===== src/hdl/lfs_pkg.sv =====
// lfs_pkg: types and constants shared by the link failover selector
// no dependencies; every other file refers to it by scoped names
`default_nettype none

package lfs_pkg;

   localparam int unsigned MAX_DEVICES = 8;
   localparam int unsigned DEV_W       = $clog2(MAX_DEVICES);
   localparam int unsigned DCOUNT_W    = 4;
   localparam int unsigned CODE_W      = 8;
   localparam int unsigned ECOUNT_W    = 16;
   localparam int unsigned TIMEOUT_W   = 16;
   localparam int unsigned SILENCE_W   = 32;
   localparam int unsigned MASK_W      = 8;
   localparam int unsigned CSR_IDX_W   = 1;
   localparam int unsigned CSR_DATA_W  = 16;

   localparam logic [CODE_W-1:0]    NO_LINK_CODE      = 8'h09;
   localparam logic [DCOUNT_W-1:0]  DEVICE_COUNT_RST  = 4'd2;
   localparam logic [TIMEOUT_W-1:0] ERROR_TIMEOUT_RST = 16'd100;
   localparam logic [MASK_W-1:0]    ENABLES_RST       = 8'h01;

   localparam logic [CSR_IDX_W-1:0] CSR_DEVICE_COUNT  = 1'd0;
   localparam logic [CSR_IDX_W-1:0] CSR_ERROR_TIMEOUT = 1'd1;

   typedef enum logic [1:0] {
      LINK_WATCH   = 2'd0,
      LINK_SWITCH  = 2'd1,
      LINK_RESTORE = 2'd2
   } link_state_type;

   typedef enum logic [5:0] {
      SEQ_IDLE    = 6'b000001,
      SEQ_REPORT  = 6'b000010,
      SEQ_TIMER   = 6'b000100,
      SEQ_READ    = 6'b001000,
      SEQ_CHECK   = 6'b010000,
      SEQ_RESPOND = 6'b100000
   } seq_state_type;

   typedef struct packed {
      logic                en;
      logic [DEV_W-1:0]    addr;
      logic [CODE_W-1:0]   code;
      logic [ECOUNT_W-1:0] count;
   } tbl_wr_type;

   typedef struct packed {
      logic [CODE_W-1:0]   code;
      logic [ECOUNT_W-1:0] count;
   } tbl_entry_type;

endpackage

`default_nettype wire


===== src/hdl/lfs_if.sv =====
// lfs_req_if / lfs_rsp_if: valid/ready channels of the link failover selector
// depends on lfs_pkg for field widths
`default_nettype none

interface lfs_req_if;
   logic                             valid;
   logic                             ready;
   logic                             func;
   logic                             hold;
   logic                             connect;
   logic [lfs_pkg::DEV_W-1:0]        device;
   logic [lfs_pkg::CODE_W-1:0]       err_code;
   logic [lfs_pkg::ECOUNT_W-1:0]     err_count;

   modport source (output valid, func, hold, connect, device, err_code, err_count,
                   input ready);
   modport sink   (input valid, func, hold, connect, device, err_code, err_count,
                   output ready);
endinterface

interface lfs_rsp_if;
   logic                             valid;
   logic                             ready;
   logic [lfs_pkg::MASK_W-1:0]       enable_mask;
   logic [lfs_pkg::DEV_W-1:0]        active_device;
   logic                             count_enable;
   logic                             connect_error;
   logic [lfs_pkg::SILENCE_W-1:0]    silence_time;

   modport source (output valid, enable_mask, active_device, count_enable,
                   connect_error, silence_time, input ready);
   modport sink   (input valid, enable_mask, active_device, count_enable,
                   connect_error, silence_time, output ready);
endinterface

`default_nettype wire


===== src/hdl/lfs_err_table.sv =====
// lfs_err_table: per-device error code and count store, one write and one
// registered read per cycle; depends on lfs_pkg
`default_nettype none

module lfs_err_table (
   input  wire logic                          clock,
   input  wire logic                          reset,
   input  wire lfs_pkg::tbl_wr_type           wr,
   input  wire logic [lfs_pkg::DEV_W-1:0]     rd_addr,
   output lfs_pkg::tbl_entry_type             rd_data
);

   lfs_pkg::tbl_entry_type                  mem [lfs_pkg::MAX_DEVICES];
   logic [lfs_pkg::MAX_DEVICES-1:0]         valid_ff;
   lfs_pkg::tbl_entry_type                  rd_entry_ff;
   logic                                    rd_valid_ff;

   always_ff @(posedge clock) begin
      if (wr.en) begin
         mem[wr.addr] <= '{code: wr.code, count: wr.count};
      end
      rd_entry_ff <= mem[rd_addr];
   end

   // entries never written read as zero
   always_ff @(posedge clock) begin
      if (reset) begin
         valid_ff    <= '0;
         rd_valid_ff <= 1'b0;
      end else begin
         if (wr.en) begin
            valid_ff[wr.addr] <= 1'b1;
         end
         rd_valid_ff <= valid_ff[rd_addr];
      end
   end

   assign rd_data = rd_valid_ff ? rd_entry_ff : '0;

endmodule

`default_nettype wire


===== src/hdl/lfs_timeout_cmp.sv =====
// lfs_timeout_cmp: shared timeout compare, used for the watch check and
// for every step of the switch scan; depends on lfs_pkg
`default_nettype none

module lfs_timeout_cmp (
   input  wire lfs_pkg::tbl_entry_type            entry,
   input  wire logic [lfs_pkg::TIMEOUT_W-1:0]     timeout,
   output logic                                   timed_out
);

   assign timed_out = (entry.code == lfs_pkg::NO_LINK_CODE) &&
                      (entry.count >= timeout);

endmodule

`default_nettype wire


===== src/hdl/link_failover_selector_core.sv =====
// link_failover_selector_core: top level, sequencer and link state
// depends on lfs_pkg, lfs_if, lfs_err_table and lfs_timeout_cmp
//
// Usage: requests arrive on req_ch (valid/ready). func = 1 stores an error
// code and count for one device; func = 0 is a tick that runs the silence
// timer and one step of the watch/switch/restore machine unless hold is set.
// Each request gives exactly one response on rsp_ch with the enable mask,
// active device, count enable, connect error and silence time after it.
// From acceptance to response valid, a held tick goes straight to RESPOND,
// a report passes REPORT, a restore tick passes TIMER, a watch tick passes
// TIMER, READ and CHECK, and a switch tick that scans k devices (k up to the
// device count, at most 8) passes TIMER and then READ and CHECK per device,
// as the shared timeout compare checks one table entry per READ and CHECK.
// One request is worked on at a time; req_ch.ready is high only while idle.
// The response sits in an output register, so a new request is taken while
// the previous response still waits; a stalled receiver holds the next
// response back until the register frees.
// csr_* writes device_count (index 0) and error_timeout (index 1); the user
// writes them only while idle, not enforced. Synchronous reset: watch state,
// device 0 active and enabled, flags, timer, table zero, registers 2 and 100.
`default_nettype none

module link_failover_selector_core (
   input  wire logic                                clock,
   input  wire logic                                reset,
   lfs_req_if.sink                                  req_ch,
   lfs_rsp_if.source                                rsp_ch,
   input  wire logic                                csr_write_enable,
   input  wire logic [lfs_pkg::CSR_IDX_W-1:0]       csr_index,
   input  wire logic [lfs_pkg::CSR_DATA_W-1:0]      csr_write_data
);

   lfs_pkg::seq_state_type                 seq_ff, seq_in;
   lfs_pkg::link_state_type                link_ff, link_in;

   logic [lfs_pkg::DCOUNT_W-1:0]           dev_count_ff;
   logic [lfs_pkg::TIMEOUT_W-1:0]          timeout_ff;

   logic                                   connect_ff;
   logic [lfs_pkg::DEV_W-1:0]              device_ff;
   logic [lfs_pkg::CODE_W-1:0]             code_ff;
   logic [lfs_pkg::ECOUNT_W-1:0]           count_ff;

   logic [lfs_pkg::DEV_W-1:0]              active_ff, active_in;
   logic [lfs_pkg::MASK_W-1:0]             enables_ff, enables_in;
   logic                                   cflag_ff, cflag_in;
   logic                                   prev_cflag_ff, prev_cflag_in;
   logic                                   fail_ff, fail_in;
   logic [lfs_pkg::SILENCE_W-1:0]          silence_ff, silence_in;
   logic [lfs_pkg::DEV_W-1:0]              scan_ff, scan_in;

   logic                                   rsp_valid_ff, rsp_valid_in;
   logic [lfs_pkg::MASK_W-1:0]             rsp_mask_ff;
   logic [lfs_pkg::DEV_W-1:0]              rsp_active_ff;
   logic                                   rsp_cflag_ff, rsp_fail_ff;
   logic [lfs_pkg::SILENCE_W-1:0]          rsp_silence_ff;

   logic [lfs_pkg::DCOUNT_W-1:0]           used_n;
   logic [lfs_pkg::DCOUNT_W-1:0]           scan_next;
   logic [lfs_pkg::DCOUNT_W-1:0]           active_next;
   logic [lfs_pkg::SILENCE_W-1:0]          silence_base;
   logic                                   req_fire, rsp_load, timed_out;
   lfs_pkg::tbl_wr_type                    tbl_wr;
   lfs_pkg::tbl_entry_type                 tbl_rd;
   logic [lfs_pkg::DEV_W-1:0]              tbl_rd_addr;

   assign req_ch.ready = (seq_ff == lfs_pkg::SEQ_IDLE);
   assign req_fire     = req_ch.valid && req_ch.ready;
   assign rsp_load     = (seq_ff == lfs_pkg::SEQ_RESPOND) && (!rsp_valid_ff || rsp_ch.ready);

   // device count clamped to 1..MAX_DEVICES
   always_comb begin
      if (dev_count_ff == '0) begin
         used_n = lfs_pkg::DCOUNT_W'(1);
      end else if (dev_count_ff > lfs_pkg::DCOUNT_W'(lfs_pkg::MAX_DEVICES)) begin
         used_n = lfs_pkg::DCOUNT_W'(lfs_pkg::MAX_DEVICES);
      end else begin
         used_n = dev_count_ff;
      end
   end

   assign scan_next   = {1'b0, scan_ff} + lfs_pkg::DCOUNT_W'(1);
   assign active_next = {1'b0, active_ff} + lfs_pkg::DCOUNT_W'(1);
   assign silence_base = (cflag_ff && !prev_cflag_ff) ? '0 : silence_ff;
   assign tbl_rd_addr  = (link_ff == lfs_pkg::LINK_SWITCH) ? scan_ff : active_ff;

   lfs_err_table u_table (
      .clock   (clock),
      .reset   (reset),
      .wr      (tbl_wr),
      .rd_addr (tbl_rd_addr),
      .rd_data (tbl_rd)
   );

   lfs_timeout_cmp u_cmp (
      .entry     (tbl_rd),
      .timeout   (timeout_ff),
      .timed_out (timed_out)
   );

   always_comb begin
      seq_in        = seq_ff;
      link_in       = link_ff;
      active_in     = active_ff;
      enables_in    = enables_ff;
      cflag_in      = cflag_ff;
      prev_cflag_in = prev_cflag_ff;
      fail_in       = fail_ff;
      silence_in    = silence_ff;
      scan_in       = scan_ff;
      tbl_wr        = '{en: 1'b0, addr: device_ff, code: code_ff, count: count_ff};

      case (seq_ff)
         lfs_pkg::SEQ_IDLE: begin
            if (req_fire) begin
               if (req_ch.func) begin
                  seq_in = lfs_pkg::SEQ_REPORT;
               end else if (req_ch.hold) begin
                  seq_in = lfs_pkg::SEQ_RESPOND;
               end else begin
                  seq_in = lfs_pkg::SEQ_TIMER;
               end
            end
         end
         lfs_pkg::SEQ_REPORT: begin
            tbl_wr.en = 1'b1;
            seq_in    = lfs_pkg::SEQ_RESPOND;
         end
         lfs_pkg::SEQ_TIMER: begin
            if (cflag_ff && (silence_base != '1)) begin
               silence_in = silence_base + lfs_pkg::SILENCE_W'(1);
            end else begin
               silence_in = silence_base;
            end
            prev_cflag_in = cflag_ff;
            if ({1'b0, active_ff} >= used_n) begin
               active_in = '0;
            end
            scan_in = '0;
            case (link_ff)
               lfs_pkg::LINK_SWITCH: begin
                  seq_in = lfs_pkg::SEQ_READ;
               end
               lfs_pkg::LINK_RESTORE: begin
                  cflag_in = 1'b1;
                  fail_in  = 1'b1;
                  link_in  = lfs_pkg::LINK_WATCH;
                  seq_in   = lfs_pkg::SEQ_RESPOND;
               end
               default: begin
                  seq_in = lfs_pkg::SEQ_READ;
               end
            endcase
         end
         lfs_pkg::SEQ_READ: begin
            seq_in = lfs_pkg::SEQ_CHECK;
         end
         lfs_pkg::SEQ_CHECK: begin
            if (link_ff == lfs_pkg::LINK_SWITCH) begin
               if (timed_out) begin
                  // drop the timed-out device and hand over to the next one
                  tbl_wr     = '{en: 1'b1, addr: scan_ff, code: '0, count: '0};
                  enables_in = enables_ff & ~(lfs_pkg::MASK_W'(1) << scan_ff);
                  if (scan_next >= used_n) begin
                     enables_in = enables_in | lfs_pkg::MASK_W'(1);
                     active_in  = '0;
                  end else begin
                     enables_in = enables_in | (lfs_pkg::MASK_W'(1) << scan_next[lfs_pkg::DEV_W-1:0]);
                     active_in  = (active_next >= used_n) ? '0 : active_next[lfs_pkg::DEV_W-1:0];
                  end
                  link_in = lfs_pkg::LINK_RESTORE;
                  seq_in  = lfs_pkg::SEQ_RESPOND;
               end else if (scan_next >= used_n) begin
                  link_in = lfs_pkg::LINK_RESTORE;
                  seq_in  = lfs_pkg::SEQ_RESPOND;
               end else begin
                  scan_in = scan_next[lfs_pkg::DEV_W-1:0];
                  seq_in  = lfs_pkg::SEQ_READ;
               end
            end else begin
               if (timed_out) begin
                  link_in = lfs_pkg::LINK_SWITCH;
               end else if (connect_ff) begin
                  cflag_in = 1'b0;
                  fail_in  = 1'b0;
               end
               seq_in = lfs_pkg::SEQ_RESPOND;
            end
         end
         lfs_pkg::SEQ_RESPOND: begin
            if (rsp_load) begin
               seq_in = lfs_pkg::SEQ_IDLE;
            end
         end
         default: begin
            seq_in = lfs_pkg::SEQ_IDLE;
         end
      endcase
   end

   always_comb begin
      rsp_valid_in = rsp_valid_ff;
      if (rsp_load) begin
         rsp_valid_in = 1'b1;
      end else if (rsp_ch.ready) begin
         rsp_valid_in = 1'b0;
      end
   end

   always_ff @(posedge clock) begin
      if (reset) begin
         seq_ff        <= lfs_pkg::SEQ_IDLE;
         link_ff       <= lfs_pkg::LINK_WATCH;
         dev_count_ff  <= lfs_pkg::DEVICE_COUNT_RST;
         timeout_ff    <= lfs_pkg::ERROR_TIMEOUT_RST;
         active_ff     <= '0;
         enables_ff    <= lfs_pkg::ENABLES_RST;
         cflag_ff      <= 1'b0;
         prev_cflag_ff <= 1'b0;
         fail_ff       <= 1'b0;
         silence_ff    <= '0;
         rsp_valid_ff  <= 1'b0;
      end else begin
         seq_ff        <= seq_in;
         link_ff       <= link_in;
         active_ff     <= active_in;
         enables_ff    <= enables_in;
         cflag_ff      <= cflag_in;
         prev_cflag_ff <= prev_cflag_in;
         fail_ff       <= fail_in;
         silence_ff    <= silence_in;
         rsp_valid_ff  <= rsp_valid_in;
         if (csr_write_enable) begin
            case (csr_index)
               lfs_pkg::CSR_DEVICE_COUNT: begin
                  dev_count_ff <= csr_write_data[lfs_pkg::DCOUNT_W-1:0];
               end
               lfs_pkg::CSR_ERROR_TIMEOUT: begin
                  timeout_ff <= csr_write_data[lfs_pkg::TIMEOUT_W-1:0];
               end
               default: begin
                  timeout_ff <= timeout_ff;
               end
            endcase
         end
      end
   end

   // request capture, scan index and response payload
   always_ff @(posedge clock) begin
      scan_ff <= scan_in;
      if (req_fire) begin
         connect_ff <= req_ch.connect;
         device_ff  <= req_ch.device;
         code_ff    <= req_ch.err_code;
         count_ff   <= req_ch.err_count;
      end
      if (rsp_load) begin
         rsp_mask_ff    <= enables_ff;
         rsp_active_ff  <= active_ff;
         rsp_cflag_ff   <= cflag_ff;
         rsp_fail_ff    <= fail_ff;
         rsp_silence_ff <= silence_ff;
      end
   end

   assign rsp_ch.valid         = rsp_valid_ff;
   assign rsp_ch.enable_mask   = rsp_mask_ff;
   assign rsp_ch.active_device = rsp_active_ff;
   assign rsp_ch.count_enable  = rsp_cflag_ff;
   assign rsp_ch.connect_error = rsp_fail_ff;
   assign rsp_ch.silence_time  = rsp_silence_ff;

endmodule

`default_nettype wire

===== src/flat_wrapper.sv =====
// flat-port wrapper written by rule: the top's interface ports become plain ports
module link_failover_selector_core_flat 
  (clock, reset, csr_write_enable, csr_index, csr_write_data, req_ch_valid, req_ch_func, req_ch_hold, req_ch_connect, req_ch_device, req_ch_err_code, req_ch_err_count, req_ch_ready, rsp_ch_valid, rsp_ch_enable_mask, rsp_ch_active_device, rsp_ch_count_enable, rsp_ch_connect_error, rsp_ch_silence_time, rsp_ch_ready);
  lfs_req_if req_ch_i ();
  lfs_rsp_if rsp_ch_i ();
  input  wire logic clock;
  input  wire logic reset;
  input  wire logic csr_write_enable;
  input  wire logic [lfs_pkg::CSR_IDX_W-1:0] csr_index;
  input  wire logic [lfs_pkg::CSR_DATA_W-1:0] csr_write_data;
  input wire logic [$bits(req_ch_i.valid)-1:0] req_ch_valid;
  input wire logic [$bits(req_ch_i.func)-1:0] req_ch_func;
  input wire logic [$bits(req_ch_i.hold)-1:0] req_ch_hold;
  input wire logic [$bits(req_ch_i.connect)-1:0] req_ch_connect;
  input wire logic [$bits(req_ch_i.device)-1:0] req_ch_device;
  input wire logic [$bits(req_ch_i.err_code)-1:0] req_ch_err_code;
  input wire logic [$bits(req_ch_i.err_count)-1:0] req_ch_err_count;
  output wire logic [$bits(req_ch_i.ready)-1:0] req_ch_ready;
  output wire logic [$bits(rsp_ch_i.valid)-1:0] rsp_ch_valid;
  output wire logic [$bits(rsp_ch_i.enable_mask)-1:0] rsp_ch_enable_mask;
  output wire logic [$bits(rsp_ch_i.active_device)-1:0] rsp_ch_active_device;
  output wire logic [$bits(rsp_ch_i.count_enable)-1:0] rsp_ch_count_enable;
  output wire logic [$bits(rsp_ch_i.connect_error)-1:0] rsp_ch_connect_error;
  output wire logic [$bits(rsp_ch_i.silence_time)-1:0] rsp_ch_silence_time;
  input wire logic [$bits(rsp_ch_i.ready)-1:0] rsp_ch_ready;
  assign req_ch_i.valid = req_ch_valid;
  assign req_ch_i.func = req_ch_func;
  assign req_ch_i.hold = req_ch_hold;
  assign req_ch_i.connect = req_ch_connect;
  assign req_ch_i.device = req_ch_device;
  assign req_ch_i.err_code = req_ch_err_code;
  assign req_ch_i.err_count = req_ch_err_count;
  assign req_ch_ready = req_ch_i.ready;
  assign rsp_ch_valid = rsp_ch_i.valid;
  assign rsp_ch_enable_mask = rsp_ch_i.enable_mask;
  assign rsp_ch_active_device = rsp_ch_i.active_device;
  assign rsp_ch_count_enable = rsp_ch_i.count_enable;
  assign rsp_ch_connect_error = rsp_ch_i.connect_error;
  assign rsp_ch_silence_time = rsp_ch_i.silence_time;
  assign rsp_ch_i.ready = rsp_ch_ready;
  link_failover_selector_core u_core (.clock(clock), .reset(reset), .req_ch(req_ch_i), .rsp_ch(rsp_ch_i), .csr_write_enable(csr_write_enable), .csr_index(csr_index), .csr_write_data(csr_write_data));
endmodule

===== config.mk =====
export PLATFORM = sky130hd
export DESIGN_NAME = link_failover_selector_core_flat
export DESIGN_NICKNAME = d
export VERILOG_FILES = /design/src/hdl/lfs_pkg.sv /design/src/hdl/lfs_if.sv /design/src/hdl/lfs_err_table.sv /design/src/hdl/lfs_timeout_cmp.sv /design/src/hdl/link_failover_selector_core.sv /design/src/flat_wrapper.sv
export SDC_FILE = /design/constraint.sdc
export NUM_CORES = 1
export LEC_CHECK = 0
export BUFFER_PORTS_ARGS = -buffer_cell sky130_fd_sc_hd__buf_2
export CAP_MARGIN = 30
export CORE_MARGIN = 5
export CORE_UTILIZATION = 54
export CTS_CLUSTER_DIAMETER = 100
export DETAILED_ROUTE_END_ITERATION = 12
export HOLD_SLACK_MARGIN = 0.15
export PLACE_DENSITY = 0.81
export RECOVER_POWER = 100
export SLEW_MARGIN = 25
export SYNTH_ARGS = -nofsm -noshare
export SYNTH_HDL_FRONTEND = slang
export SYNTH_SLANG_ARGS = --single-unit

===== constraint.sdc =====
create_clock -name clock -period 3.5 [get_ports clock]
set_input_delay 0.35 -clock clock [delete_from_list [all_inputs] [get_ports clock]]
set_output_delay 0.35 -clock clock [all_outputs]
set_load 0.01 [all_outputs]

==> reports/qor.yml <==
reg2reg_setup_slack_ns: 0.23
grt_pass1_vias: 9234
hp-class: "in2reg"
drv_cap: 1
min_period_over_period: 0.934
antenna_found_initial: 0
cpPeakStageDelay_ns: 0.60
ys_ff_latch: 374
globalRouteOverflowTotal: 0
fp.dieArea_mm2: 0.0318
utilization: 0.645
die_h_um: 178
ir_worst_vdd_mv: 0.447
leakage_nw: 6.24
yosysWarnings: 0
hold_end: "u_core.rsp_ch.valid"
synth_edf_count: 267
finalSetupViolations: 0
critPathLaunchType: "flip-flop"
syn_nets: 1139
path_clk_slew_ns: 0.06
max_freq_ghz: 0.306
vias: 9221
avgSynthCellArea_um2: 14.6
rr_startpoint: "u_core.u_table.rd_valid_ff"
cts.sinks: 374
drive_gt1_frac: 0.180
viasPerCell: 5.67
rr_worst_depth: 9
crit_chain: "and2_1 > ha_1 > and4_1 > nand2_1 > or4_1 > a311oi_2 > nor2_1 > nor2_2 > buf_4"
worstHoldPathCells: 3
worstHoldStart: "rsp_ch_ready"
nets: 1310
track_usage: 0.205
tightest_slew_ns: 1.87
wl_per_cell_um: 19.6
grt_max_degree: 51
crit_arrival_ns: 3.44
initial_core_util: 0.549
ys.flop_type: "edfxtp_1"
maxSlewHeadroom: -0.250
violations: "max-capacitance violations, max-slew violations"
clock_tree.buffer_depth: 3
clk_latency_ns: 0.53
ys_async_sr_fraction: 0
hpwl_mm: 20.7
cts_buffers: 37
crit_type: "reg2reg"
crit_slowest_cell: "or4_1"
final_common_cell: "edfxtp_1"
synthToLayoutAreaGrowth_pct: 17.5
synthDistinctLibCells: 73
cts_tree: "built"
regToRegEndpoint: "u_core.u_table.mem[3][17]"
port-buffer-count: 98
drtAntennaViolNets: 0
root_buffer: "clkbuf_16"
required_ns: 3.68
rows: 61
remaining_drc_errors: 0
finalHoldViolCount: 0
cp_max_fo: 24
gp_congestion: 0.870
core_mm2: 0.0279
final_cell_mix: "267 x edfxtp_1, 107 x dfxtp_1, 99 x nand2_1"
cp-end-kind: "flip-flop"
htreeDepth: 2
tns_ns: 0
skew_ns: 0.0173
synth_seq_area_share: 0.665
status: "finished, violations left"
rsz0062_at_grt: "false"
die_w_um: 178
syn_area_mm2: 0.0153
powerDensity_mw_per_mm2: 506
drt_iter0_markers: 760
syn_inst: 1050
period_needed_ns: 3.27
first_pass_iters: 5
slew_viol_final: 40
grt_first_pass_wirelength_mm: 50.5
ios: 99
drt-total-wl_mm: 31.9
per-stage QoR:
step	worst slack [ns]	cell area, um^2	cells	power, mW	hold slack, ns
after floorplan	-0.165	15300	1050	5.04	0.402
after global placement	0.311	16500	1511	5.13	0.416
after detailed placement	0.269	16500	1511	5.14	0.414
after CTS	0.218	18200	1625	9.17	0.187
after global routing	0.0450	18000	1625	9.39	0.206
final	0.232	18000	1626	9.09	0.192
critical path, delay by kind of cell (launching register included):
family,cells,cell delay (ns)
AND/OR/NAND/NOR,6,1.45
AO/OA/AOI/OAI,1,0.36
flip-flops,1,0.43
adder cells (fa/ha/maj),1,0.29
buffers and inverters,1,0.38
layout make-up:
type / instances / area [um^2]
flip-flops and latches: 374 / 10200
fillers: 2021 / 9890
multi-input cells: 589 / 4730
repair buffers: 179 / 1210
clock buffers: 44 / 983
well taps: 378 / 473
clock inverters: 21 / 263
inverters: 40 / 150
diodes: 1 / 2.50
power by group:
part           switching, mW  internal (mW)
combinational          0.160          0.107
clock                   1.61           2.39
sequential            0.0209           4.79
worst max path at each step:
stage	start	slack, ns	end
after floorplan	u_core.u_table.rd_valid_ff	-0.16	u_core.u_table.mem[3][0]
after global placement	u_core.u_table.rd_valid_ff	0.31	u_core.u_table.mem[2][9]
after detailed placement	u_core.u_table.rd_valid_ff	0.27	u_core.u_table.mem[2][10]
after CTS	u_core.u_table.rd_valid_ff	0.22	u_core.u_table.mem[2][15]
after global routing	u_core.u_table.rd_valid_ff	0.05	u_core.u_table.mem[4][11]
final	u_core.u_table.rd_valid_ff	0.23	u_core.u_table.mem[3][17]
synthesized netlist by cell type (all sizes together) (7+ instances only):
master | n | area, um^2
edfxtp | 267 | 8020
dfxtp | 107 | 2140
nand2 | 99 | 372
nor2 | 56 | 210
a21oi | 53 | 269
mux4 | 50 | 1130
and2 | 45 | 282
inv | 40 | 150
ha | 37 | 463
clkbuf | 31 | 116
mux2 | 25 | 285
nand3 | 17 | 90.1
buf | 16 | 82.6
xor2 | 16 | 140
nor3 | 15 | 85.1
nor4 | 12 | 115
o21ai | 12 | 60.1
o211ai | 11 | 82.6
a21o | 10 | 75.1
a311oi | 10 | 118
o31ai | 10 | 75.1
a211oi | 9 | 72.6
and3 | 9 | 56.3
nand4 | 9 | 62.6
mux2i | 7 | 70.1
nor2b | 7 | 43.8
registers in the layout (all words and copies together), names as in the netlist, 8 cells and up:
signal                      count
u_core.code_ff                  8
u_core.count_ff                16
u_core.enables_ff               8
u_core.rsp_ch.enable_mask       8
u_core.rsp_ch.silence_time     32
u_core.silence_ff              32
u_core.timeout_ff              16
u_core.u_table.mem            192
u_core.u_table.rd_entry_ff     24
u_core.u_table.valid_ff         8
metal layers:
metal / up-vias / GRT usage / routed length (um)
met5: - / 0 / 0
met4: 0 / 0.0729 / 1030
met3: 82 / 0.0331 / 1760
met2: 305 / 0.357 / 16300
met1: 4520 / 0.261 / 12800
li1: 4314 / - / -
logic make-up (layout without fill, tap and decap cells):
| logic type | Yosys count | in the layout | synth area share |
|---|---|---|---|
| adders and majority gates | 37 | 37 | 0.0303 |
| xor gates and xnor gates | 16 | 16 | 0.00917 |
| DFF | 374 | 374 | 0.665 |
| buffers and inverters | 87 | 284 | 0.0228 |
| AOI/OAI and AO/OA | 149 | 149 | 0.0707 |
| other | 0 | 1 | 0 |
| muxes | 82 | 82 | 0.0969 |
| and+or+nand+nor | 305 | 305 | 0.105 |
what timing repair did:
item | in CTS | in global routing
setup buffers | 0 | 0
hold buffers | 49 | 0
gates resized for setup | 0 | 1
setup endpoints to repair | 0 | 1
endpoints found under the hold margin | 50 | 0
Power figures use the tool's default switching activity.
